--- config.mk ---
export PLATFORM = sky130hd
export DESIGN_NAME = json_string_escaper_utf8_check_unit
export DESIGN_NICKNAME = d
export VERILOG_FILES = /design/src/sv/jseu_pkg.sv /design/src/sv/jseu_front.sv /design/src/sv/jseu_queue.sv /design/src/sv/jseu_back.sv /design/src/sv/json_string_escaper_utf8_check_unit.sv
export VERILOG_INCLUDE_DIRS = /design/src /design/src/sv
export SDC_FILE = /design/constraint.sdc
export NUM_CORES = 1
export LEC_CHECK = 0
export BUFFER_PORTS_ARGS = -buffer_cell sky130_fd_sc_hd__buf_2
export CAP_MARGIN = 20
export CORE_UTILIZATION = 50
export CTS_CLUSTER_DIAMETER = 80
export DETAILED_ROUTE_END_ITERATION = 8
export HOLD_SLACK_MARGIN = 0.15
export PLACE_DENSITY = 0.67
export SYNTH_ARGS = -nofsm -noshare
export SYNTH_HDL_FRONTEND = slang
export SYNTH_HIERARCHICAL = 1
export SYNTH_SLANG_ARGS = --single-unit
--- constraint.sdc ---
create_clock -name clk -period 19.7 [get_ports clk]
set_input_delay 0.985 -clock clk [delete_from_list [all_inputs] [get_ports clk]]
set_output_delay 0.985 -clock clk [all_outputs]
set_load 0.02 [all_outputs]
--- src/sv/json_string_escaper_utf8_check_unit_macros.svh ---
// Assertion macros shared by the escaper RTL.
`ifndef JSON_STRING_ESCAPER_UTF8_CHECK_UNIT_MACROS_SVH
`define JSON_STRING_ESCAPER_UTF8_CHECK_UNIT_MACROS_SVH

// Check a property on every rising clock edge outside reset.
`define JSEU_ASSERT(label, clk, rst_n, prop, msg) \
	label: assert property (@(posedge clk) disable iff (!rst_n) prop) else $error(msg);

// Check a property on every rising clock edge, reset included.
`define JSEU_ASSERT_ALWAYS(label, clk, prop, msg) \
	label: assert property (@(posedge clk) prop) else $error(msg);

`endif

--- src/sv/jseu_pkg.sv ---
// Shared types, constants and helper functions of the JSON string escaper.
`default_nettype none
package jseu_pkg;
	localparam int MAX_RESULTS = 8;
	localparam int CNT_W = $clog2(MAX_RESULTS);
	localparam int JOB_QUEUE_DEPTH = 2;

	localparam logic [7:0] CH_QUOTE = 8'h22;
	localparam logic [7:0] CH_BSLASH = 8'h5C;
	localparam logic [7:0] CH_U = 8'h75;
	localparam logic [7:0] CH_ZERO = 8'h30;
	localparam logic [7:0] CH_NONE = 8'h00;
	localparam logic [7:0] CTRL_LIMIT = 8'd32;

	typedef struct packed {
		logic [MAX_RESULTS-1:0][7:0] data;
		logic [CNT_W-1:0] last_idx;
		logic bad;
		logic done;
	} job_t;

	function automatic logic [7:0] esc_char(input logic [7:0] c);
		logic [7:0] e;
		unique case (c)
			8'h5C: e = CH_BSLASH;
			8'h22: e = CH_QUOTE;
			8'h08: e = 8'h62;
			8'h09: e = 8'h74;
			8'h0A: e = 8'h6E;
			8'h0C: e = 8'h66;
			8'h0D: e = 8'h72;
			default: e = CH_NONE;
		endcase
		return e;
	endfunction

	function automatic logic [7:0] hex_digit(input logic [3:0] n);
		logic [7:0] d;
		if (n < 4'd10) begin
			d = CH_ZERO + {4'b0, n};
		end else begin
			d = 8'h57 + {4'b0, n};
		end
		return d;
	endfunction
endpackage
`default_nettype wire

--- src/sv/jseu_front.sv ---
// Front end: accepts input words, decodes UTF-8 and builds at most one output job per word.
`default_nettype none
`include "json_string_escaper_utf8_check_unit_macros.svh"
module jseu_front
	import jseu_pkg::*;
(
	input  wire logic       clk,
	input  wire logic       arst_n,
	input  wire logic       s_tvalid,
	output logic            s_tready,
	input  wire logic [7:0] in_byte,
	input  wire logic       has_byte,
	input  wire logic       start_of_string,
	input  wire logic       end_of_string,
	input  wire logic       q_ready,
	output logic            q_push,
	output job_t            q_job
);
	localparam int HeldDepth = 3;

	logic inside_q;
	logic drop_q;
	logic [1:0] need_q;
	logic [1:0] len_q;
	logic [7:0] held_q [HeldDepth];

	logic v_inside;
	logic v_drop;
	logic [1:0] v_need;
	logic [1:0] v_len;
	logic [7:0] v_held [HeldDepth];
	logic [CNT_W:0] v_n;
	job_t v_job;
	logic [2:0] total;
	logic [2:0] pos3;
	logic [1:0] pos;
	logic [7:0] lo;
	logic [7:0] hi;
	logic [7:0] esc;
	logic accept;

	assign s_tready = q_ready;
	assign accept = s_tvalid && q_ready;

	always_comb begin
		v_inside = inside_q;
		v_drop = drop_q;
		v_need = need_q;
		v_len = len_q;
		v_held = held_q;
		v_n = '0;
		v_job = '0;
		total = 3'd0;
		pos3 = 3'd0;
		pos = 2'd0;
		lo = 8'h80;
		hi = 8'hBF;
		esc = esc_char(in_byte);
		if (start_of_string) begin
			v_inside = 1'b1;
			v_drop = 1'b0;
			v_need = 2'd0;
			v_len = 2'd0;
			v_job.data[v_n[CNT_W-1:0]] = CH_QUOTE;
			v_n = v_n + 1'b1;
		end
		if (v_inside) begin
			if (has_byte && !v_drop) begin
				if (v_need == 2'd0) begin
					if (in_byte < 8'h80) begin
						if (esc != CH_NONE) begin
							v_job.data[v_n[CNT_W-1:0]] = CH_BSLASH;
							v_n = v_n + 1'b1;
							v_job.data[v_n[CNT_W-1:0]] = esc;
							v_n = v_n + 1'b1;
						end else if (in_byte < CTRL_LIMIT) begin
							v_job.data[v_n[CNT_W-1:0]] = CH_BSLASH;
							v_n = v_n + 1'b1;
							v_job.data[v_n[CNT_W-1:0]] = CH_U;
							v_n = v_n + 1'b1;
							v_job.data[v_n[CNT_W-1:0]] = CH_ZERO;
							v_n = v_n + 1'b1;
							v_job.data[v_n[CNT_W-1:0]] = CH_ZERO;
							v_n = v_n + 1'b1;
							v_job.data[v_n[CNT_W-1:0]] = hex_digit(in_byte[7:4]);
							v_n = v_n + 1'b1;
							v_job.data[v_n[CNT_W-1:0]] = hex_digit(in_byte[3:0]);
							v_n = v_n + 1'b1;
						end else begin
							v_job.data[v_n[CNT_W-1:0]] = in_byte;
							v_n = v_n + 1'b1;
						end
					end else if (in_byte >= 8'hC2 && in_byte <= 8'hDF) begin
						v_len = 2'd2;
						v_need = 2'd1;
						v_held[0] = in_byte;
					end else if (in_byte >= 8'hE0 && in_byte <= 8'hEF) begin
						v_len = 2'd3;
						v_need = 2'd2;
						v_held[0] = in_byte;
					end else if (in_byte >= 8'hF0 && in_byte <= 8'hF4) begin
						v_len = 2'd0;
						v_need = 2'd3;
						v_held[0] = in_byte;
					end else begin
						v_drop = 1'b1;
						v_need = 2'd0;
						v_len = 2'd0;
						v_job.data[v_n[CNT_W-1:0]] = CH_NONE;
						v_job.bad = 1'b1;
						v_job.done = 1'b1;
						v_n = v_n + 1'b1;
					end
				end else begin
					total = (v_len == 2'd0) ? 3'd4 : {1'b0, v_len};
					pos3 = total - {1'b0, v_need};
					pos = pos3[1:0];
					if (pos == 2'd1) begin
						priority if (v_held[0] == 8'hE0) begin
							lo = 8'hA0;
						end else if (v_held[0] == 8'hED) begin
							hi = 8'h9F;
						end else if (v_held[0] == 8'hF0) begin
							lo = 8'h90;
						end else if (v_held[0] == 8'hF4) begin
							hi = 8'h8F;
						end else begin
							lo = 8'h80;
						end
					end
					if (in_byte < lo || in_byte > hi) begin
						v_drop = 1'b1;
						v_need = 2'd0;
						v_len = 2'd0;
						v_job.data[v_n[CNT_W-1:0]] = CH_NONE;
						v_job.bad = 1'b1;
						v_job.done = 1'b1;
						v_n = v_n + 1'b1;
					end else begin
						if (pos != 2'd3) begin
							v_held[pos] = in_byte;
						end
						v_need = v_need - 2'd1;
						if (v_need == 2'd0) begin
							for (int i = 0; i < HeldDepth; i++) begin
								if (2'(i) < pos) begin
									v_job.data[v_n[CNT_W-1:0]] = v_held[i];
									v_n = v_n + 1'b1;
								end
							end
							v_job.data[v_n[CNT_W-1:0]] = in_byte;
							v_n = v_n + 1'b1;
							v_len = 2'd0;
						end
					end
				end
			end
			if (end_of_string) begin
				if (!v_drop) begin
					if (v_need != 2'd0) begin
						v_job.data[v_n[CNT_W-1:0]] = CH_NONE;
						v_job.bad = 1'b1;
					end else begin
						v_job.data[v_n[CNT_W-1:0]] = CH_QUOTE;
					end
					v_job.done = 1'b1;
					v_n = v_n + 1'b1;
				end
				v_inside = 1'b0;
				v_drop = 1'b0;
				v_need = 2'd0;
				v_len = 2'd0;
			end
		end
		v_job.last_idx = CNT_W'(v_n - 1'b1);
	end

	assign q_push = accept && (v_n != '0);
	assign q_job = v_job;

	always_ff @(posedge clk or negedge arst_n) begin
		if (!arst_n) begin
			inside_q <= 1'b0;
			drop_q <= 1'b0;
			need_q <= 2'd0;
			len_q <= 2'd0;
		end else if (accept) begin
			inside_q <= v_inside;
			drop_q <= v_drop;
			need_q <= v_need;
			len_q <= v_len;
		end
	end

	always_ff @(posedge clk) begin
		if (accept) begin
			held_q <= v_held;
		end
	end

	`JSEU_ASSERT(a_need_inside, clk, arst_n, need_q != '0 |-> inside_q && !drop_q, "front: stray char")
	`JSEU_ASSERT(a_drop_inside, clk, arst_n, drop_q |-> inside_q, "front: drop outside string")
	`JSEU_ASSERT(a_start_pushes, clk, arst_n, accept && start_of_string |-> q_push, "front: no start job")
endmodule
`default_nettype wire

--- src/sv/jseu_queue.sv ---
// Short job queue between the front end and the back end.
`default_nettype none
`include "json_string_escaper_utf8_check_unit_macros.svh"
module jseu_queue
	import jseu_pkg::*;
#(
	parameter int Depth = JOB_QUEUE_DEPTH
) (
	input  wire logic clk,
	input  wire logic arst_n,
	input  wire logic in_push,
	input  wire job_t in_job,
	output logic      in_ready,
	output logic      out_valid,
	output job_t      out_job,
	input  wire logic out_pop
);
	localparam int PtrW = $clog2(Depth);
	localparam int CntW = $clog2(Depth + 1);

	job_t mem_q [Depth];
	logic [PtrW-1:0] wr_ptr_q;
	logic [PtrW-1:0] rd_ptr_q;
	logic [CntW-1:0] count_q;

	assign in_ready = count_q != CntW'(Depth);
	assign out_valid = count_q != '0;
	assign out_job = mem_q[rd_ptr_q];

	always_ff @(posedge clk) begin
		if (in_push) begin
			mem_q[wr_ptr_q] <= in_job;
		end
	end

	always_ff @(posedge clk or negedge arst_n) begin
		if (!arst_n) begin
			wr_ptr_q <= '0;
			rd_ptr_q <= '0;
			count_q <= '0;
		end else begin
			if (in_push) begin
				wr_ptr_q <= (wr_ptr_q == PtrW'(Depth - 1)) ? '0 : wr_ptr_q + 1'b1;
			end
			if (out_pop) begin
				rd_ptr_q <= (rd_ptr_q == PtrW'(Depth - 1)) ? '0 : rd_ptr_q + 1'b1;
			end
			if (in_push && !out_pop) begin
				count_q <= count_q + 1'b1;
			end else if (out_pop && !in_push) begin
				count_q <= count_q - 1'b1;
			end
		end
	end

	`JSEU_ASSERT(a_count_bound, clk, arst_n, count_q <= CntW'(Depth), "queue: count above depth")
	`JSEU_ASSERT(a_push_ready, clk, arst_n, in_push |-> in_ready, "queue: push while full")
	`JSEU_ASSERT(a_pop_valid, clk, arst_n, out_pop |-> out_valid, "queue: pop while empty")
	`JSEU_ASSERT(a_count_up, clk, arst_n, in_push && !out_pop |=> count_q == $past(count_q) + 1'b1, "queue: count did not advance on push")
endmodule
`default_nettype wire

--- src/sv/jseu_back.sv ---
// Back end: serializes the head job of the queue one output word per cycle while m_tready is high.
`default_nettype none
module jseu_back
	import jseu_pkg::*;
(
	input  wire logic  clk,
	input  wire logic  arst_n,
	input  wire logic  q_valid,
	input  wire job_t  q_job,
	output logic       q_pop,
	output logic       m_tvalid,
	input  wire logic  m_tready,
	output logic [15:0] m_tdata,
	output logic       m_tuser,
	output logic       m_tlast
);
	logic [CNT_W-1:0] idx_q;
	logic last_word;
	logic fire;

	assign last_word = idx_q == q_job.last_idx;
	assign fire = m_tvalid && m_tready;
	assign q_pop = fire && last_word;

	assign m_tvalid = q_valid;
	assign m_tdata = {7'b0, last_word, q_job.data[idx_q]};
	assign m_tuser = last_word && q_job.bad;
	assign m_tlast = last_word && q_job.done;

	always_ff @(posedge clk or negedge arst_n) begin
		if (!arst_n) begin
			idx_q <= '0;
		end else if (q_pop) begin
			idx_q <= '0;
		end else if (fire) begin
			idx_q <= idx_q + 1'b1;
		end
	end
endmodule
`default_nettype wire

--- src/sv/json_string_escaper_utf8_check_unit.sv ---
// The job of an accepted input word is registered in the job queue, whose head job the back end offers as output.
// Throughput: one input word per cycle while each makes one output word and m_tready is high; a word that makes
// k output words (at most 8) holds the back end until all k are taken, set by the one-word output port.
// The job queue of QueueDepth entries lets the front end keep accepting meanwhile.
// Reset: arst_n asynchronously clears decoder state, queue and output position.
`default_nettype none
module json_string_escaper_utf8_check_unit
	import jseu_pkg::*;
#(
	parameter int QueueDepth = JOB_QUEUE_DEPTH
) (
	input  wire logic        clk,
	input  wire logic        arst_n,
	input  wire logic        s_tvalid,
	output logic             s_tready,
	input  wire logic [7:0]  s_tdata,  // [7:0] in_byte
	input  wire logic [1:0]  s_tuser,  // [0] has_byte, [1] start_of_string
	input  wire logic        s_tlast,  // end_of_string
	output logic             m_tvalid,
	input  wire logic        m_tready,
	output logic [15:0]      m_tdata,  // [7:0] out_byte, [8] run_last, [15:9] zero
	output logic             m_tuser,  // bad_utf8
	output logic             m_tlast   // string_done
);
	logic q_ready;
	logic q_push;
	job_t q_in_job;
	logic q_valid;
	job_t q_out_job;
	logic q_pop;

	jseu_front u_front (
		.clk(clk),
		.arst_n(arst_n),
		.s_tvalid(s_tvalid),
		.s_tready(s_tready),
		.in_byte(s_tdata),
		.has_byte(s_tuser[0]),
		.start_of_string(s_tuser[1]),
		.end_of_string(s_tlast),
		.q_ready(q_ready),
		.q_push(q_push),
		.q_job(q_in_job)
	);

	jseu_queue #(
		.Depth(QueueDepth)
	) u_queue (
		.clk(clk),
		.arst_n(arst_n),
		.in_push(q_push),
		.in_job(q_in_job),
		.in_ready(q_ready),
		.out_valid(q_valid),
		.out_job(q_out_job),
		.out_pop(q_pop)
	);

	jseu_back u_back (
		.clk(clk),
		.arst_n(arst_n),
		.q_valid(q_valid),
		.q_job(q_out_job),
		.q_pop(q_pop),
		.m_tvalid(m_tvalid),
		.m_tready(m_tready),
		.m_tdata(m_tdata),
		.m_tuser(m_tuser),
		.m_tlast(m_tlast)
	);
endmodule
`default_nettype wire
==> flow_metrics.env <==
export IMPL_status="completed"
export IMPL_start_kind="primary input"
export IMPL_final_core_util_pct=54.5
export IMPL_layout_drive_gt1_share_pct=20.9
export IMPL_post_place_ws_ns=10.20
export IMPL_ant_nets=0
export IMPL_hold_buffers=0
export IMPL_syn_cell_area_sq_um=11700
export IMPL_fp_row_count=55
export IMPL_drtIter0Drc=1164
export IMPL_crit_fanout=69
export IMPL_max_freq_mhz=109
export IMPL_fill_cells=1974
export IMPL_wl_um=31900
export IMPL_synth_area_per_cell_sq_um=11.8
export IMPL_clockBufferDepth=2
export IMPL_grt_pass1_vias=7978
export IMPL_syn2layout_area_growth_pct=5.96
export IMPL_crit_required_ns=19.75
export IMPL_synth_async_reset_ratio_pct=7.43
export IMPL_yosysWarnings=6
export IMPL_synth_area_leaders="edfxtp_1 (41%), mux2_4 (9.7%), ha_1 (2.9%)"
export IMPL_max_cap_viol_count=0
export IMPL_crit_type="primary input to flip-flop"
export IMPL_relSlewSlack_pct=25.9
export IMPL_yosysSeqAreaShare_pct=44.2
export IMPL_wl_per_cell_um=24.4
export IMPL_h_tree_depth=4
export IMPL_post_cts_setup_buffers=0
export IMPL_clock_skew_ns=0.0128
export IMPL_synth_cells=993
export IMPL_port_buffers=27
export IMPL_ys_flop_type="edfxtp_1"
export IMPL_wl_met2_um=14100
export IMPL_fp_dieArea_sq_um=24100
export IMPL_path_clk_slew_ns=0.07
export IMPL_hold_viol=0
export IMPL_highest_layer="met4"
export IMPL_viasPerCell=6.63
export IMPL_hold_path_class="primary input to asynchronous set/reset pin"
export IMPL_multi_input_area_sq_um=5890
export IMPL_antenna_found_initial=1
export IMPL_cts_inserted_buffers=17
export IMPL_grt_start_max_net_pins=70
export IMPL_die_w_um=155
export IMPL_layout_cells_non_filler=1307
export IMPL_core_sq_um=22800
export IMPL_slew_viol_final=0
export IMPL_hpwl_um=22700
export IMPL_synth_top_area_share_pct=41.4
export IMPL_r2r_start="u_front/need_q[0]$_DFFE_PN0P_"
export IMPL_r2r_cells=18
export IMPL_drc=0
export IMPL_routabilityCongestion=0.985
export IMPL_fin_crit_ns=9.20
export IMPL_ys_types=105
export IMPL_cts_tree="built"
export IMPL_arrival_ns=9.24
export IMPL_cp_end_kind="flip-flop"
export IMPL_setup_viol=0
export IMPL_yosysTopAreaCell="edfxtp_1"
export IMPL_clk_root_buffer_cell="clkbuf_16"
export IMPL_boundaryPins=35
export IMPL_dp_cells=1273
export IMPL_diodes=0
export IMPL_cts_resized=0
export IMPL_final_nets=1024
export IMPL_setup_ws_ns=10.50
export IMPL_synth_seq_cells=175
export IMPL_grt_pass1_wl_um=48800
export IMPL_reg2reg_slack_ns=12.44
export IMPL_clock_sinks=175
export IMPL_die_y_um=155
export IMPL_synth_edff_count=162
export IMPL_powerDensity_nw_per_um2=109
export IMPL_synth_commonest_cells="edfxtp_1 (162), mux2_4 (76), nor2_1 (72)"
export IMPL_wl_met1_um=14000
export IMPL_ff_latch_area_sq_um=5190
export IMPL_ir_worst_vdd_mv=0.0642
export IMPL_grt_usage_pct=27.1
export IMPL_holdWs_ns=0.431
export IMPL_finalSetupTns_ns=0
export IMPL_dr_pass1_iters=5
export IMPL_yosysMostFrequentCell="edfxtp_1"
export IMPL_leakagePower_nw=4.53
export IMPL_grt_setup_unrepaired="no"
export IMPL_initial_core_util_pct=51.4
export IMPL_grt_ovfl_total=0
export IMPL_wl_met3_um=2620
export IMPL_timing_final_crit_share_pct=46.7
export IMPL_tightest_slew_ns=1.11
export IMPL_num_vias=8664
export IMPL_rr_endpoint="u_queue/mem_q[0][36]$_DFFE_PP_"
export IMPL_clkLatencyLatePin_ns=0.43
-- where the power goes --
| part | switching (mW) | leakage (nW) | total, mW | internal [mW] |
|---|---|---|---|---|
| Sequential | 0.0537 | 1.67 | 0.534 | 0.480 |
| Combinational | 0.255 | 2.58 | 0.497 | 0.243 |
| Clock | 0.157 | 0.280 | 0.325 | 0.168 |
| Total | 0.465 | 4.53 | 1.36 | 0.891 |
-- final cells by class --
class                   count  share of cell area (%)
clock inverters            15                    1.17
clock buffers              17                    3.42
flip-flops and latches    175                    41.7
well taps                 313                    3.15
repair buffers             40                    1.85
multi-input cells         703                    47.3
inverters                  44                    1.33
-- state kept, by name (all words and copies together) (netlist names) --
| signal | count |
|---|---|
| u_queue/wr_ptr_q | 1 |
| u_front/drop_q | 1 |
| u_queue/mem_q | 138 |
| u_front/need_q | 2 |
| u_queue/count_q | 2 |
| u_front/len_q | 2 |
| u_front/held_q | 24 |
| u_queue/rd_ptr_q | 1 |
| u_front/inside_q | 1 |
| u_back/idx_q | 3 |
-- layer usage --
layer  global-route usage [%]  vias to the layer above
met5                        0                        -
met4                     10.6                        0
li1                         -                     3842
met3                     4.96                       80
met1                     38.5                     4288
met2                     41.3                      454
-- placed cells by master (no fill, tap or decap), drive strengths merged, types with 10 or more instances in the layout --
cell      n
mux4     16
xor2     10
nor2     73
o22ai    10
a22o     26
edfxtp  162
mux2i    25
a22oi    24
nand2    59
nand3    22
ha       27
o21ai    58
a21oi    33
dfrtp    13
inv      50
o221ai   17
mux2     81
a211oi   12
buf      40
clkbuf   17
nor3     14
a31oi    13
-- worst max-delay path: stages --
cell      delay (ns)
buf_2           0.67
clkinv_1        0.88
nand2_1         0.33
inv_1           0.12
ha_1            0.27
or3_1           0.51
nand3_1         0.45
nor2_1          0.17
and3_1          0.20
ha_1            0.29
a21oi_1         0.16
a31oi_1         0.06
nor4_2          0.57
nand4_1         0.99
a221oi_4        0.71
nand3_4         0.15
a311o_1         0.41
a41oi_2         0.30
nor2b_4         0.19
buf_4           0.69
-- cell families after synthesis --
kind of cell | after synthesis | synth area share [%]
AOI/OAI and AO/OA | 279 | 18.1
buffers and inverters | 121 | 5.98
other | 1 | 0.0319
muxes | 122 | 15.7
and+or+nand+nor | 250 | 11.6
xor gates and xnor gates | 17 | 1.33
DFF | 175 | 44.2
adders and majority gates | 28 | 3.05
-- how the worst max path moves through the flow --
stage	start	endpoint	slack [ns]	cells past startpoint
after global routing	s_tuser[1]	u_queue/mem_q[1][64]$_DFFE_PP_	9.90	29
after detailed placement	s_tuser[1]	u_queue/mem_q[1][32]$_DFFE_PP_	10.20	29
after CTS	s_tuser[1]	u_queue/mem_q[1][56]$_DFFE_PP_	10.64	29
final	s_tuser[1]	u_queue/mem_q[0][36]$_DFFE_PP_	10.50	20
after floorplan	s_tuser[1]	u_queue/mem_q[0][0]$_DFFE_PP_	10.12	29
after global placement	s_tuser[1]	u_queue/mem_q[0][32]$_DFFE_PP_	10.33	29
-- stage by stage --
| stage | cell area (sq um) | power [mW] |
|---|---|---|
| 4_1_cts | 12400 | 1.36 |
| 6_report | 12400 | 1.36 |
| 5_1_grt | 12400 | 1.42 |
| 3_5_place_dp | 11900 | 1.04 |
| 2_1_floorplan | 11800 | 0.966 |
| 3_3_place_gp | 11900 | 1.03 |
Note: power is estimated with default switching activity, not from simulation.
